<file path="config.mk">
export PLATFORM = sky130hd
export DESIGN_NAME = best_fit_heap_allocator_top
export DESIGN_NICKNAME = d
export VERILOG_FILES = /design/src/rtl/bfha_pkg.sv /design/src/rtl/bfha_ram.sv /design/src/rtl/bfha_ctrl.sv /design/src/rtl/bfha_dp.sv /design/src/rtl/best_fit_heap_allocator_top.sv
export SDC_FILE = /design/constraint.sdc
export NUM_CORES = 2
export LEC_CHECK = 0
export ABC_CLOCK_PERIOD_IN_PS = 6500
export BUFFER_PORTS_ARGS = -buffer_cell sky130_fd_sc_hd__buf_2
export CORE_MARGIN = 2
export CORE_UTILIZATION = 50
export DETAILED_ROUTE_END_ITERATION = 12
export MAX_ROUTING_LAYER = met4
export PLACE_DENSITY_LB_ADDON = 0.1
export SLEW_MARGIN = 0
export SYNTH_ARGS = -nofsm -noshare
export SYNTH_HDL_FRONTEND = slang
export SYNTH_SLANG_ARGS = --single-unit
</file>
<file path="constraint.sdc">
create_clock -name i_clk -period 6.5 [get_ports i_clk]
set_input_delay 0.65 -clock i_clk [delete_from_list [all_inputs] [get_ports i_clk]]
set_output_delay 0.65 -clock i_clk [all_outputs]
set_load 0.005 [all_outputs]
</file>
<file path="src/rtl/bfha_pkg.sv">
package bfha_pkg;

    // Status codes returned with each result
    localparam logic [1:0] ST_OK       = 2'd0;
    localparam logic [1:0] ST_NO_SPACE = 2'd1;
    localparam logic [1:0] ST_NO_BLOCK = 2'd2;

    localparam logic ACT_ALLOC = 1'b0;
    localparam logic ACT_FREE  = 1'b1;

    localparam int PG_W = 5;

    typedef logic [4:0] t_op;

    // Sequencer steps; the controller state is the command it issues
    localparam t_op OP_IDLE     = 5'd0;
    localparam t_op OP_INIT     = 5'd1;
    localparam t_op OP_A_RD     = 5'd2;
    localparam t_op OP_A_CMP    = 5'd3;
    localparam t_op OP_G_SETUP  = 5'd4;
    localparam t_op OP_G_STEP   = 5'd5;
    localparam t_op OP_G_FREE   = 5'd6;
    localparam t_op OP_G_NEW    = 5'd7;
    localparam t_op OP_USE      = 5'd8;
    localparam t_op OP_SH_RD    = 5'd9;
    localparam t_op OP_SH_WR    = 5'd10;
    localparam t_op OP_INS_WR   = 5'd11;
    localparam t_op OP_F_RD     = 5'd12;
    localparam t_op OP_F_CMP    = 5'd13;
    localparam t_op OP_N_RD     = 5'd14;
    localparam t_op OP_N_CAP    = 5'd15;
    localparam t_op OP_MERGE    = 5'd16;
    localparam t_op OP_RM_RD    = 5'd17;
    localparam t_op OP_RM_WR    = 5'd18;
    localparam t_op OP_RM_END   = 5'd19;
    localparam t_op OP_SK_RD    = 5'd20;
    localparam t_op OP_SK_CMP   = 5'd21;
    localparam t_op OP_PG_STEP  = 5'd22;
    localparam t_op OP_TR_CHK   = 5'd23;
    localparam t_op OP_TR_JOIN  = 5'd24;
    localparam t_op OP_FAIL_NS  = 5'd25;
    localparam t_op OP_FAIL_NB  = 5'd26;
    localparam t_op OP_DONE     = 5'd27;

    typedef struct packed {
        t_op op;
    } t_cmd;

    typedef struct packed {
        logic found;
        logic lst_used;
        logic tbl_full;
        logic a_last;
        logic g_enough;
        logic g_over;
        logic split;
        logic sh_more;
        logic match;
        logic rm_more;
        logic sk_back;
        logic pg_more;
        logic tr_skip;
        logic tr_big;
    } t_stat;

endpackage

</file>
<file path="src/rtl/bfha_ram.sv">
module bfha_ram #(
    parameter int WIDTH = 8,
    parameter int DEPTH = 16
) (
    input  logic                     i_clk,
    input  logic                     i_we,
    input  logic [$clog2(DEPTH)-1:0] i_waddr,
    input  logic [WIDTH-1:0]         i_wdata,
    input  logic [$clog2(DEPTH)-1:0] i_raddr,
    output logic [WIDTH-1:0]         o_rdata
);
    logic [WIDTH-1:0] r_mem [DEPTH];
    logic [WIDTH-1:0] r_rdata;

    always_ff @(posedge i_clk) begin
        if (i_we) begin
            r_mem[i_waddr] <= i_wdata;
        end
        r_rdata <= r_mem[i_raddr];
    end

    assign o_rdata = r_rdata;
endmodule

</file>
<file path="src/rtl/bfha_ctrl.sv">
module bfha_ctrl (
    input  logic           i_clk,
    input  logic           i_rst_n,
    input  logic           i_start,
    input  logic           i_action,
    input  bfha_pkg::t_stat i_stat,
    output bfha_pkg::t_cmd  o_cmd,
    output logic           o_busy,
    output logic           o_done
);
    import bfha_pkg::*;

    t_op r_state;
    t_op n_state;

    always_ff @(posedge i_clk) begin
        if (!i_rst_n) begin
            r_state <= OP_INIT;
        end else begin
            r_state <= n_state;
        end
    end

    always_comb begin
        n_state = r_state;
        unique case (r_state)
            OP_INIT:    n_state = OP_IDLE;
            OP_IDLE: begin
                if (i_start) begin
                    n_state = (i_action == ACT_FREE) ? OP_F_RD : OP_A_RD;
                end
            end
            OP_A_RD:    n_state = OP_A_CMP;
            OP_A_CMP:   n_state = i_stat.a_last ? OP_G_SETUP : OP_A_RD;
            OP_G_SETUP: begin
                if (i_stat.found) begin
                    n_state = OP_USE;
                end else if (i_stat.lst_used && i_stat.tbl_full) begin
                    n_state = OP_FAIL_NS;
                end else begin
                    n_state = OP_G_STEP;
                end
            end
            OP_G_STEP: begin
                if (i_stat.g_enough) begin
                    n_state = i_stat.lst_used ? OP_G_NEW : OP_G_FREE;
                end else if (i_stat.g_over) begin
                    n_state = OP_FAIL_NS;
                end
            end
            OP_G_FREE:  n_state = OP_USE;
            OP_G_NEW:   n_state = OP_USE;
            OP_USE:     n_state = i_stat.split ? OP_SH_RD : OP_DONE;
            OP_SH_RD:   n_state = i_stat.sh_more ? OP_SH_WR : OP_INS_WR;
            OP_SH_WR:   n_state = OP_SH_RD;
            OP_INS_WR:  n_state = OP_DONE;
            OP_F_RD:    n_state = OP_F_CMP;
            OP_F_CMP: begin
                if (i_stat.match) begin
                    n_state = OP_N_RD;
                end else if (i_stat.a_last) begin
                    n_state = OP_FAIL_NB;
                end else begin
                    n_state = OP_F_RD;
                end
            end
            OP_N_RD:    n_state = OP_N_CAP;
            OP_N_CAP:   n_state = OP_MERGE;
            OP_MERGE:   n_state = OP_RM_RD;
            OP_RM_RD:   n_state = i_stat.rm_more ? OP_RM_WR : OP_RM_END;
            OP_RM_WR:   n_state = OP_RM_RD;
            OP_RM_END:  n_state = OP_SK_RD;
            OP_SK_RD:   n_state = OP_SK_CMP;
            OP_SK_CMP:  n_state = i_stat.sk_back ? OP_SK_RD : OP_PG_STEP;
            OP_PG_STEP: n_state = i_stat.pg_more ? OP_PG_STEP : OP_TR_CHK;
            OP_TR_CHK:  n_state = (i_stat.tr_skip || i_stat.tr_big) ? OP_DONE : OP_TR_JOIN;
            OP_TR_JOIN: n_state = OP_DONE;
            OP_FAIL_NS: n_state = OP_DONE;
            OP_FAIL_NB: n_state = OP_DONE;
            OP_DONE:    n_state = OP_IDLE;
            default:    n_state = OP_IDLE;
        endcase
    end

    assign o_cmd.op = r_state;
    assign o_busy   = (r_state != OP_IDLE);
    assign o_done   = (r_state == OP_DONE);
endmodule

</file>
<file path="src/rtl/bfha_dp.sv">
module bfha_dp #(
    parameter int PAGE_BYTES     = 4096,
    parameter int MAX_PAGES      = 16,
    parameter int MAX_BLOCKS     = 64,
    parameter int BLOCK_OVERHEAD = 32,
    parameter int HEAD_OVERHEAD  = 16
) (
    input  logic                       i_clk,
    input  logic                       i_rst_n,
    input  bfha_pkg::t_cmd             i_cmd,
    output bfha_pkg::t_stat            o_stat,
    input  logic                       i_cfg_we,
    input  logic [4:0]                 i_cfg_data,
    input  logic [15:0]                i_request_bytes,
    input  logic [15:0]                i_free_offset,
    output logic [1:0]                 o_status,
    output logic [15:0]                o_payload_offset,
    output logic [bfha_pkg::PG_W-1:0]  o_pages_in_use,
    output logic [6:0]                 o_blocks_in_table
);
    import bfha_pkg::*;

    localparam int SPAN_W = $clog2(PAGE_BYTES * MAX_PAGES);
    localparam int VW     = ((SPAN_W > 17) ? SPAN_W : 17) + 2;
    localparam int EW     = 2 * VW + 1;
    localparam int IW     = $clog2(MAX_BLOCKS);
    localparam int TW     = $clog2(MAX_BLOCKS + 1);

    localparam logic [VW-1:0] C_PAGE = VW'(PAGE_BYTES);
    localparam logic [VW-1:0] C_BO   = VW'(BLOCK_OVERHEAD);
    localparam logic [VW-1:0] C_HEAD = VW'(HEAD_OVERHEAD);
    localparam logic [VW-1:0] C_RND  = VW'(7);
    localparam logic [TW-1:0] C_MAXB = TW'(MAX_BLOCKS);
    localparam logic [5:0]    C_MAXP = 6'(MAX_PAGES);

    logic [TW-1:0]   r_total, r_i, r_best, r_sk;
    logic [PG_W-1:0] r_pages, r_k, r_limit;
    logic [VW-1:0]   r_span_end, r_size, r_need, r_acc, r_new_end;
    logic [15:0]     r_off;
    logic            r_found;
    logic [VW-1:0]   r_best_start, r_best_len;
    logic [VW-1:0]   r_lst_start, r_lst_len;
    logic            r_lst_used;
    logic [VW-1:0]   r_prv_start, r_prv_len;
    logic            r_prv_used;
    logic [VW-1:0]   r_nxt_len;
    logic            r_nxt_free;
    logic [1:0]      r_rm_n;
    logic [1:0]      r_status;
    logic [VW-1:0]   r_pay;

    logic          we;
    logic [IW-1:0] waddr, raddr;
    logic [EW-1:0] wdata, rdata;

    logic [VW-1:0] e_start, e_len;
    logic          e_used;
    logic [TW:0]   i_p1, tot_x, sk_rm, best_p1;
    logic [5:0]    pk, lim;
    logic [VW-1:0] gap, cur_len;
    logic          merge_prev;

    bfha_ram #(.WIDTH(EW), .DEPTH(MAX_BLOCKS)) u_tbl (
        .i_clk  (i_clk),
        .i_we   (we),
        .i_waddr(waddr),
        .i_wdata(wdata),
        .i_raddr(raddr),
        .o_rdata(rdata)
    );

    assign e_start = rdata[EW-1:VW+1];
    assign e_len   = rdata[VW:1];
    assign e_used  = rdata[0];

    assign i_p1    = {1'b0, r_i} + 1'b1;
    assign tot_x   = {1'b0, r_total};
    assign best_p1 = {1'b0, r_best} + 1'b1;
    assign sk_rm   = {1'b0, r_sk} + (TW+1)'(r_rm_n);
    assign pk      = {1'b0, r_pages} + {1'b0, r_k};
    assign lim     = ({1'b0, r_limit} > C_MAXP) ? C_MAXP : {1'b0, r_limit};
    assign gap     = r_span_end - r_lst_start;
    assign cur_len = r_lst_len + (r_nxt_free ? (C_BO + r_nxt_len) : '0);
    assign merge_prev = (r_i != '0) && !r_prv_used;

    always_comb begin
        o_stat.found    = r_found;
        o_stat.lst_used = r_lst_used;
        o_stat.tbl_full = (r_total >= C_MAXB);
        o_stat.a_last   = (i_p1 == tot_x);
        o_stat.g_enough = (r_acc >= r_need);
        o_stat.g_over   = (pk >= lim);
        o_stat.split    = (r_best_len > r_size + C_BO) && (r_total < C_MAXB);
        o_stat.sh_more  = ({1'b0, r_sk} > best_p1);
        o_stat.match    = (e_start + C_BO == VW'(r_off));
        o_stat.rm_more  = (sk_rm < tot_x);
        o_stat.sk_back  = (r_i != '0) && !e_used;
        o_stat.pg_more  = (r_pages > PG_W'(1)) && (r_new_end + C_PAGE < r_span_end);
        o_stat.tr_skip  = (r_total == TW'(1)) || r_lst_used || (r_span_end <= r_lst_start);
        o_stat.tr_big   = (gap > C_BO);
    end

    // Table port selection per step
    always_comb begin
        we    = 1'b0;
        waddr = '0;
        wdata = '0;
        raddr = '0;
        case (i_cmd.op)
            OP_INIT: begin
                we    = 1'b1;
                wdata = {C_HEAD, C_PAGE - C_HEAD - C_BO, 1'b0};
            end
            OP_A_RD, OP_F_RD, OP_SK_RD: raddr = r_i[IW-1:0];
            OP_G_FREE: begin
                we    = 1'b1;
                waddr = IW'(r_total - 1'b1);
                wdata = {r_lst_start, r_lst_len + r_acc, 1'b0};
            end
            OP_G_NEW: begin
                we    = 1'b1;
                waddr = r_total[IW-1:0];
                wdata = {r_span_end, r_acc - C_BO, 1'b0};
            end
            OP_USE: begin
                we    = 1'b1;
                waddr = r_best[IW-1:0];
                wdata = {r_best_start, o_stat.split ? r_size : r_best_len, 1'b1};
            end
            OP_SH_RD: raddr = IW'(r_sk - 1'b1);
            OP_SH_WR: begin
                we    = 1'b1;
                waddr = r_sk[IW-1:0];
                wdata = rdata;
            end
            OP_INS_WR: begin
                we    = 1'b1;
                waddr = best_p1[IW-1:0];
                wdata = {r_best_start + C_BO + r_size, r_best_len - r_size - C_BO, 1'b0};
            end
            OP_N_RD: raddr = i_p1[IW-1:0];
            OP_MERGE: begin
                we = 1'b1;
                if (merge_prev) begin
                    waddr = IW'(r_i - 1'b1);
                    wdata = {r_prv_start, r_prv_len + C_BO + cur_len, 1'b0};
                end else begin
                    waddr = r_i[IW-1:0];
                    wdata = {r_lst_start, cur_len, 1'b0};
                end
            end
            OP_RM_RD: raddr = sk_rm[IW-1:0];
            OP_RM_WR: begin
                we    = 1'b1;
                waddr = r_sk[IW-1:0];
                wdata = rdata;
            end
            OP_TR_CHK: begin
                raddr = IW'(r_total - TW'(2));
                if (!o_stat.tr_skip && o_stat.tr_big) begin
                    we    = 1'b1;
                    waddr = IW'(r_total - 1'b1);
                    wdata = {r_lst_start, gap - C_BO, 1'b0};
                end
            end
            OP_TR_JOIN: begin
                we    = 1'b1;
                waddr = IW'(r_total - TW'(2));
                wdata = {e_start, e_len + gap, e_used};
            end
            default: ;
        endcase
    end

    // Control state: table size, heap span and the limit register
    always_ff @(posedge i_clk) begin
        if (!i_rst_n) begin
            r_total    <= TW'(1);
            r_pages    <= PG_W'(1);
            r_span_end <= C_PAGE;
            r_limit    <= PG_W'(16);
            r_found    <= 1'b0;
        end else begin
            if (i_cfg_we) begin
                r_limit <= i_cfg_data;
            end
            case (i_cmd.op)
                OP_INIT: begin
                    r_total    <= TW'(1);
                    r_pages    <= PG_W'(1);
                    r_span_end <= C_PAGE;
                end
                OP_IDLE: r_found <= 1'b0;
                OP_A_CMP: begin
                    if (!e_used && e_len >= r_size && (!r_found || e_len < r_best_len)) begin
                        r_found <= 1'b1;
                    end
                end
                OP_G_FREE: begin
                    r_pages    <= r_pages + r_k;
                    r_span_end <= r_span_end + r_acc;
                end
                OP_G_NEW: begin
                    r_pages    <= r_pages + r_k;
                    r_span_end <= r_span_end + r_acc;
                    r_total    <= r_total + 1'b1;
                end
                OP_INS_WR:  r_total <= r_total + 1'b1;
                OP_RM_END:  r_total <= r_total - TW'(r_rm_n);
                OP_PG_STEP: begin
                    if (o_stat.pg_more) begin
                        r_pages    <= r_pages - 1'b1;
                        r_span_end <= r_span_end - C_PAGE;
                    end
                end
                OP_TR_JOIN: r_total <= r_total - 1'b1;
                default: ;
            endcase
        end
    end

    // Working registers of the current request
    always_ff @(posedge i_clk) begin
        case (i_cmd.op)
            OP_IDLE: begin
                r_size <= (VW'(i_request_bytes) + C_RND) & ~C_RND;
                r_off  <= i_free_offset;
                r_i    <= '0;
            end
            OP_A_CMP: begin
                r_lst_start <= e_start;
                r_lst_len   <= e_len;
                r_lst_used  <= e_used;
                r_i         <= r_i + 1'b1;
                if (!e_used && e_len >= r_size && (!r_found || e_len < r_best_len)) begin
                    r_best       <= r_i;
                    r_best_start <= e_start;
                    r_best_len   <= e_len;
                end
            end
            OP_G_SETUP: begin
                r_need <= r_lst_used ? (r_size + C_BO) : (r_size - r_lst_len);
                r_acc  <= '0;
                r_k    <= '0;
            end
            OP_G_STEP: begin
                if (!o_stat.g_enough && !o_stat.g_over) begin
                    r_acc <= r_acc + C_PAGE;
                    r_k   <= r_k + 1'b1;
                end
            end
            OP_G_FREE: begin
                r_best       <= r_total - 1'b1;
                r_best_start <= r_lst_start;
                r_best_len   <= r_lst_len + r_acc;
            end
            OP_G_NEW: begin
                r_best       <= r_total;
                r_best_start <= r_span_end;
                r_best_len   <= r_acc - C_BO;
            end
            OP_USE: begin
                r_status <= ST_OK;
                r_pay    <= r_best_start + C_BO;
                r_sk     <= r_total;
            end
            OP_SH_WR: r_sk <= r_sk - 1'b1;
            OP_F_CMP: begin
                if (o_stat.match) begin
                    r_lst_start <= e_start;
                    r_lst_len   <= e_len;
                    r_lst_used  <= e_used;
                end else begin
                    r_prv_start <= e_start;
                    r_prv_len   <= e_len;
                    r_prv_used  <= e_used;
                    r_i         <= r_i + 1'b1;
                end
            end
            OP_N_CAP: begin
                r_nxt_len  <= e_len;
                r_nxt_free <= (i_p1 < tot_x) && !e_used;
            end
            OP_MERGE: begin
                r_status <= ST_OK;
                r_pay    <= '0;
                if (merge_prev) begin
                    r_sk   <= r_i;
                    r_rm_n <= r_nxt_free ? 2'd2 : 2'd1;
                end else begin
                    r_sk   <= i_p1[TW-1:0];
                    r_rm_n <= r_nxt_free ? 2'd1 : 2'd0;
                end
            end
            OP_RM_WR:  r_sk <= r_sk + 1'b1;
            OP_RM_END: r_i  <= r_total - TW'(r_rm_n) - 1'b1;
            OP_SK_CMP: begin
                if (r_i == r_total - 1'b1) begin
                    r_lst_start <= e_start;
                    r_lst_len   <= e_len;
                    r_lst_used  <= e_used;
                end
                if (o_stat.sk_back) begin
                    r_i <= r_i - 1'b1;
                end else begin
                    r_new_end <= e_start + C_BO + e_len;
                end
            end
            OP_FAIL_NS: begin
                r_status <= ST_NO_SPACE;
                r_pay    <= '0;
            end
            OP_FAIL_NB: begin
                r_status <= ST_NO_BLOCK;
                r_pay    <= '0;
            end
            default: ;
        endcase
    end

    assign o_status          = r_status;
    assign o_payload_offset  = r_pay[15:0];
    assign o_pages_in_use    = r_pages;
    assign o_blocks_in_table = 7'(r_total);
endmodule

</file>
<file path="src/rtl/best_fit_heap_allocator_top.sv">
// Allocate: a best-fit scan reads every table entry; if none fits, the last free block
//   grows by whole pages or a new block is added at the end; a split moves entries up.
// Free: search for the entry, merge with free neighbours, move later entries down, walk back
//   to the last used block, release spare pages and trim the end; a bad offset fails.
// One request at a time, set by the sequencer; o_done pulses once per request.
// Synchronous active-low reset; after reset the INIT step writes the first entry, busy high.
module best_fit_heap_allocator_top #(
    parameter int PAGE_BYTES     = 4096,
    parameter int MAX_PAGES      = 16,
    parameter int MAX_BLOCKS     = 64,
    parameter int BLOCK_OVERHEAD = 32,
    parameter int HEAD_OVERHEAD  = 16
) (
    input  logic        i_clk,
    input  logic        i_rst_n,
    input  logic        i_start,
    output logic        o_busy,
    input  logic        i_action,
    input  logic [15:0] i_request_bytes,
    input  logic [15:0] i_free_offset,
    output logic        o_done,
    output logic [1:0]  o_status,
    output logic [15:0] o_payload_offset,
    output logic [4:0]  o_pages_in_use,
    output logic [6:0]  o_blocks_in_table,
    input  logic        i_cfg_valid,
    output logic        o_cfg_ready,
    input  logic [4:0]  i_cfg_data
);
    import bfha_pkg::*;

    t_cmd  cmd;
    t_stat stat;
    logic  busy;

    // Take limit writes only while idle, so a request sees one limit throughout.
    assign o_cfg_ready = !busy;
    assign o_busy      = busy;

    // Sequence the request: scan, grow, split, merge, release and trim.
    bfha_ctrl u_ctrl (
        .i_clk   (i_clk),
        .i_rst_n (i_rst_n),
        .i_start (i_start),
        .i_action(i_action),
        .i_stat  (stat),
        .o_cmd   (cmd),
        .o_busy  (busy),
        .o_done  (o_done)
    );

    // Hold the block table, heap span and per-request working registers.
    bfha_dp #(
        .PAGE_BYTES    (PAGE_BYTES),
        .MAX_PAGES     (MAX_PAGES),
        .MAX_BLOCKS    (MAX_BLOCKS),
        .BLOCK_OVERHEAD(BLOCK_OVERHEAD),
        .HEAD_OVERHEAD (HEAD_OVERHEAD)
    ) u_dp (
        .i_clk            (i_clk),
        .i_rst_n          (i_rst_n),
        .i_cmd            (cmd),
        .o_stat           (stat),
        .i_cfg_we         (i_cfg_valid & o_cfg_ready),
        .i_cfg_data       (i_cfg_data),
        .i_request_bytes  (i_request_bytes),
        .i_free_offset    (i_free_offset),
        .o_status         (o_status),
        .o_payload_offset (o_payload_offset),
        .o_pages_in_use   (o_pages_in_use),
        .o_blocks_in_table(o_blocks_in_table)
    );
endmodule

</file>
==> results.json, run 1 <==
{
  "antenna_found_initial": 21,
  "pin_count": 75,
  "synthTopCellsByArea": "edfxtp_1 (66%), nand2_1 (8.2%), ha_1 (3.1%)",
  "outcome": "stopped before the end",
  "grt-ovfl-total": 0,
  "yosysTopAreaCell": "edfxtp_1",
  "syn_area_um2": 125800,
  "synth_simple_gate_area_share_pct": 15.57,
  "ys_seq_elements": 2834,
  "ys.flop_type": "edfxtp_1",
  "cts_num_sinks": 2834,
  "async_flop_share_pct": 0,
  "syn-num-nets": 10789,
  "num_rows": 184,
  "cts_setup_buffers": 0,
  "cts_root_buf": "clkbuf_16",
  "lastStage": "detailed routing",
  "cts-htree-levels": 5,
  "syn_inst": 10425,
  "gp_congestion": 0.9826,
  "synth_top_area_share_pct": 65.69,
  "synth_edf_count": 2753,
  "cts_buffers": 319,
  "port_buffers": 74,
  "yosysMostFrequentCell": "edfxtp_1",
  "synth-xor-area-share_pct": 1.990,
  "error": "[ERROR DRT-0255] Maze Route cannot find path of net o_pages_in_use[3] in worker of routeBox ( 483000 289800 ) ( 505690 338100 ).",
  "yosysUniqueCellTypes": 86,
  "grt_max_degree": 120,
  "die_w_um": 505.7,
  "ys_top_cells_by_count": "edfxtp_1 (2753), nand2_1 (2733), nand3_1 (539), clkbuf_1 (487), and3_1 (469)",
  "muxShareOfSynthArea_pct": 0.2476,
  "synth-compound-area-share_pct": 9.322,
  "clock_path_buffers": 4,
  "die_y_um": 505.7,
  "dpl.hpwl_um": 263000,
  "synthAdderAreaFrac_pct": 3.275,
  "grt_pass1_vias": 84123,
  "grt_usage_pct": 33.09,
  "syn_avg_cell_area_um2": 12.07,
  "ys_warn_count": 0,
  "floorplan.initialDensity_pct": 50.20,
  "grt_first_pass_wirelength_um": 600100,
  "yosysSeqAreaShare_pct": 66.98,
  "synth_top_family_by_area": "simple AND/OR/NAND/NOR gates"
}
metal layers:
layer	global-route usage, %
met1	46.44
met3	4.683
met4	11.82
met5	-
met2	49.51
cell families after synthesis:
logic type	count (synthesis)
adder cells (fa/ha/maj)	323
flip-flops	2834
AO/OA/AOI/OAI	1658
XOR/XNOR	286
multiplexers	31
AND/OR/NAND/NOR	4446
buffers and inverters	847
stage by stage:
stage               std cells  worst slack, ns  utilization, %  hold WS (ns)  cell area [um^2]
floorplan               10425          0.04332               -        0.4237            125900
global placement        13679           0.4927           53.33        0.4651            133700
detailed placement      13679           0.3262           53.33        0.4776            133700
CTS                     14266           0.3492           57.38      0.002903            143800
global route            14292           0.1399           57.40       0.03318            143900
repair_timing:
item	4_1_cts	5_1_grt
setup endpoints to repair	0	0
hold buffers	30	0
resized for setup	0	0
hold endpoints to repair	28	0
==> inputs of run 2 (changes only) <==
--- a/config.mk
+++ b/config.mk
@@ -5,13 +5,12 @@
 export SDC_FILE = /design/constraint.sdc
 export NUM_CORES = 2
 export LEC_CHECK = 0
-export ABC_CLOCK_PERIOD_IN_PS = 6500
+export ABC_CLOCK_PERIOD_IN_PS = 8450
 export BUFFER_PORTS_ARGS = -buffer_cell sky130_fd_sc_hd__buf_2
 export CORE_MARGIN = 2
-export CORE_UTILIZATION = 50
+export CORE_UTILIZATION = 35
 export DETAILED_ROUTE_END_ITERATION = 12
-export MAX_ROUTING_LAYER = met4
-export PLACE_DENSITY_LB_ADDON = 0.1
+export PLACE_DENSITY_LB_ADDON = 0.15
 export SLEW_MARGIN = 0
 export SYNTH_ARGS = -nofsm -noshare
 export SYNTH_HDL_FRONTEND = slang
==> constraint.sdc (replaced) <==
create_clock -name i_clk -period 8.45 [get_ports i_clk]
set_input_delay 0.845 -clock i_clk [delete_from_list [all_inputs] [get_ports i_clk]]
set_output_delay 0.845 -clock i_clk [all_outputs]
set_load 0.005 [all_outputs]
==> run 2 against run 1 <==
Compared with the run above:
- area after synthesis did not move
- global-route usage fell by 8.3 points
- the flow now finishes without violations
- synthesized cell count did not move
==> results.json, run 2 <==
{
  "outcome": "finished, final reports clean",
  "hold_violations": 0,
  "cts-htree-levels": 5,
  "port_buffers": 74,
  "die_y_um": 603.6,
  "syn-num-nets": 10789,
  "largest_reg_flops": 2496,
  "vias": 88366,
  "final_nets": 10870,
  "rsz0062_at_grt": "false",
  "synthTopCellsByArea": "edfxtp_1 (66%), nand2_1 (8.2%), ha_1 (3.1%)",
  "floorplan.initialDensity_pct": 35.11,
  "postCtsHoldBufs": 0,
  "p_per_area_nw_per_um2": 233.0,
  "period_needed_ns": 7.118,
  "post_cts_resized": 0,
  "crit_top_cell": "ha_1",
  "fin_skew_ns": 0.06098,
  "syn_inst": 10425,
  "hp-class": "primary input to flip-flop",
  "max_slew_margin_pct": 2.737,
  "clkSlewWorstSetupHoldPaths_ns": 0.06,
  "syn_area_um2": 125800,
  "ys.flop_type": "edfxtp_1",
  "crit_type": "flip-flop to flip-flop",
  "routed_via_density": 5.676,
  "layout_commonest_cell": "edfxtp_1",
  "start_kind": "flip-flop",
  "yosysTopAreaCell": "edfxtp_1",
  "dpl.hpwl_um": 291400,
  "worst_pin_slew_ns": 1.459,
  "design.core.area_um2": 358400,
  "cts_root_buf": "clkbuf_16",
  "mostFrequentLayoutCells": "edfxtp_1 (2753), nand2_1 (2728), nand3_1 (533)",
  "ys_seq_elements": 2834,
  "clock_path_buffers": 4,
  "die_w_um": 603.6,
  "grt_usage_pct": 24.82,
  "drive_above_1_share_pct": 9.317,
  "grt_first_pass_wirelength_um": 651300,
  "maxCapViolations": 0,
  "ys_top_cells_by_count": "edfxtp_1 (2753), nand2_1 (2733), nand3_1 (539), clkbuf_1 (487), and3_1 (469)",
  "crit_chain": "and2_1 > ha_1 > inv_1 > fa_1 > nor2b_1 > o2111ai_1 > nand3_1 > o21ai_0 > o21a_1 > o21bai_1 > a21oi_1 > xnor2_1 > ha_1 > ha_1 > and3_1 > and3_1 > a21oi_1 > o31ai_1 > o41ai_1 > xnor2_1 > a22oi_1 > nand3_2 > buf_12",
  "startpoint": "u_dp.r_nxt_free$_DFFE_PP_",
  "ys_warn_count": 0,
  "fill_cells": 33968,
  "yosysMostFrequentCell": "edfxtp_1",
  "dr.pass1.iters": 6,
  "drt_iter0_drc": 10275,
  "syn_avg_cell_area_um2": 12.07,
  "gp_congestion": 0.9227,
  "pin_count": 75,
  "avgRoutedWirePerCell_um": 29.86,
  "ant_nets": 0,
  "p_leak_uw": 0.05212,
  "cts_buffers": 321,
  "vdd_drop_max_mv": 0.1387,
  "antenna_found_initial": 39,
  "grt_max_degree": 141,
  "crit_slowest_cell": "nand3_2",
  "worstSkewPairLatency_ns": 0.95,
  "cp_slowest_stage_delay_ns": 0.81,
  "min_from": "i_free_offset[9]",
  "post-route-period-util_pct": 84.24,
  "r2r-start": "u_dp.r_nxt_free$_DFFE_PP_",
  "crit_required_ns": 9.07,
  "cp_max_fo": 33,
  "cts_num_sinks": 2834,
  "yosysUniqueCellTypes": 86,
  "grt_pass1_vias": 83670,
  "final-max-slew-violation-count": 0,
  "async_flop_share_pct": 0,
  "synth_edf_count": 2753,
  "die_area_um2": 364400,
  "cts_tree": "done",
  "fmax_mhz": 140.5,
  "synth_top_area_share_pct": 65.69,
  "end_kind": "flip-flop",
  "crit_arrival_ns": 7.74,
  "wirelength_um": 464800,
  "syn_to_final_growth_pct": 14.31,
  "grt-ovfl-total": 0,
  "setup_viol": 0,
  "drc": 0,
  "num_rows": 220,
  "final.setup.tns_ns": 0,
  "holdWs_ns": 0.07979,
  "regMostFlops": "u_dp.u_tbl.r_mem",
  "yosysSeqAreaShare_pct": 66.98,
  "cts_setup_buffers": 0
}
run 2: stage by stage:
stage | instances | instance area (um^2) | power (uW) | utilization (%) | worst slack [ns]
6_report | 15567 | 143900 | 33520 | 40.14 | 1.332
3_3_place_gp | 14946 | 133500 | 20020 | 37.25 | 1.043
2_1_floorplan | 10425 | 125800 | 18170 | - | 1.348
4_1_cts | 15526 | 143700 | 33720 | 40.11 | 1.457
5_1_grt | 15552 | 143800 | 34500 | 40.13 | 0.8666
3_5_place_dp | 14955 | 133600 | 20040 | 37.29 | 1.550
run 2: logic make-up after synthesis:
kind of cell,after synthesis,share of synthesized area (%)
buf+inv,847,2.616
mux,31,0.2476
simple gates,4446,15.57
xor+xnor,286,1.990
compound gates,1658,9.322
fa+ha+maj,323,3.275
flops,2834,66.98
run 2: worst paths after layout:
kind	slack, ns	depth (start not counted)	endpoint
min reg2reg	0.47	2	u_dp.r_limit[2]$_SDFFE_PN0P_
max reg2reg	1.33	23	u_dp.u_tbl.r_mem[52][17]$_DFFE_PP_
max	1.33	23	u_dp.u_tbl.r_mem[52][17]$_DFFE_PP_
min	0.08	1	u_dp.r_off[9]$_DFFE_PP_
run 2: area by class of cell:
class	instances	area (um^2)	area share, %
Inverter	208	780.7	0.5427
Timing Repair Buffer	397	3328	2.313
Sequential cell	2834	84290	58.59
Antenna cell	40	100.1	0.06958
Clock inverter	151	1470	1.022
Clock buffer	420	8642	6.007
Tap cell	4773	5972	4.151
Multi-Input combinational cell	6744	39280	27.30
run 2: routing by layer:
| layer | vias to the layer above | routed length, um | part of all wire (%) | global-route usage, % |
|---|---|---|---|---|
| met4 | 4 | 18120 | 3.9 | 9.352 |
| met1 | 45411 | 203000 | 44 | 34.78 |
| met2 | 3440 | 213200 | 46 | 39.18 |
| li1 | 38878 | - | - | - |
| met5 | - | 25 | 0.0054 | 0 |
| met3 | 633 | 30490 | 6.6 | 3.322 |
run 2: where the power goes:
| group | internal (uW) | switching (uW) | total (uW) |
|---|---|---|---|
| Clock | 7940 | 5790 | 13700 |
| Combinational | 1090 | 2630 | 3730 |
| Sequential | 15700 | 315 | 16100 |
run 2: critical path, delay by kind of cell (launching register included):
kind                       cells  cell delay, ns
DFF                            1            0.75
AOI/OAI and AO/OA              9            1.94
buffers and inverters          2            0.57
xor gates and xnor gates       2            0.39
adders and majority gates      4            1.29
and+or+nand+nor                6            1.79
Power figures use the tool's default switching activity.
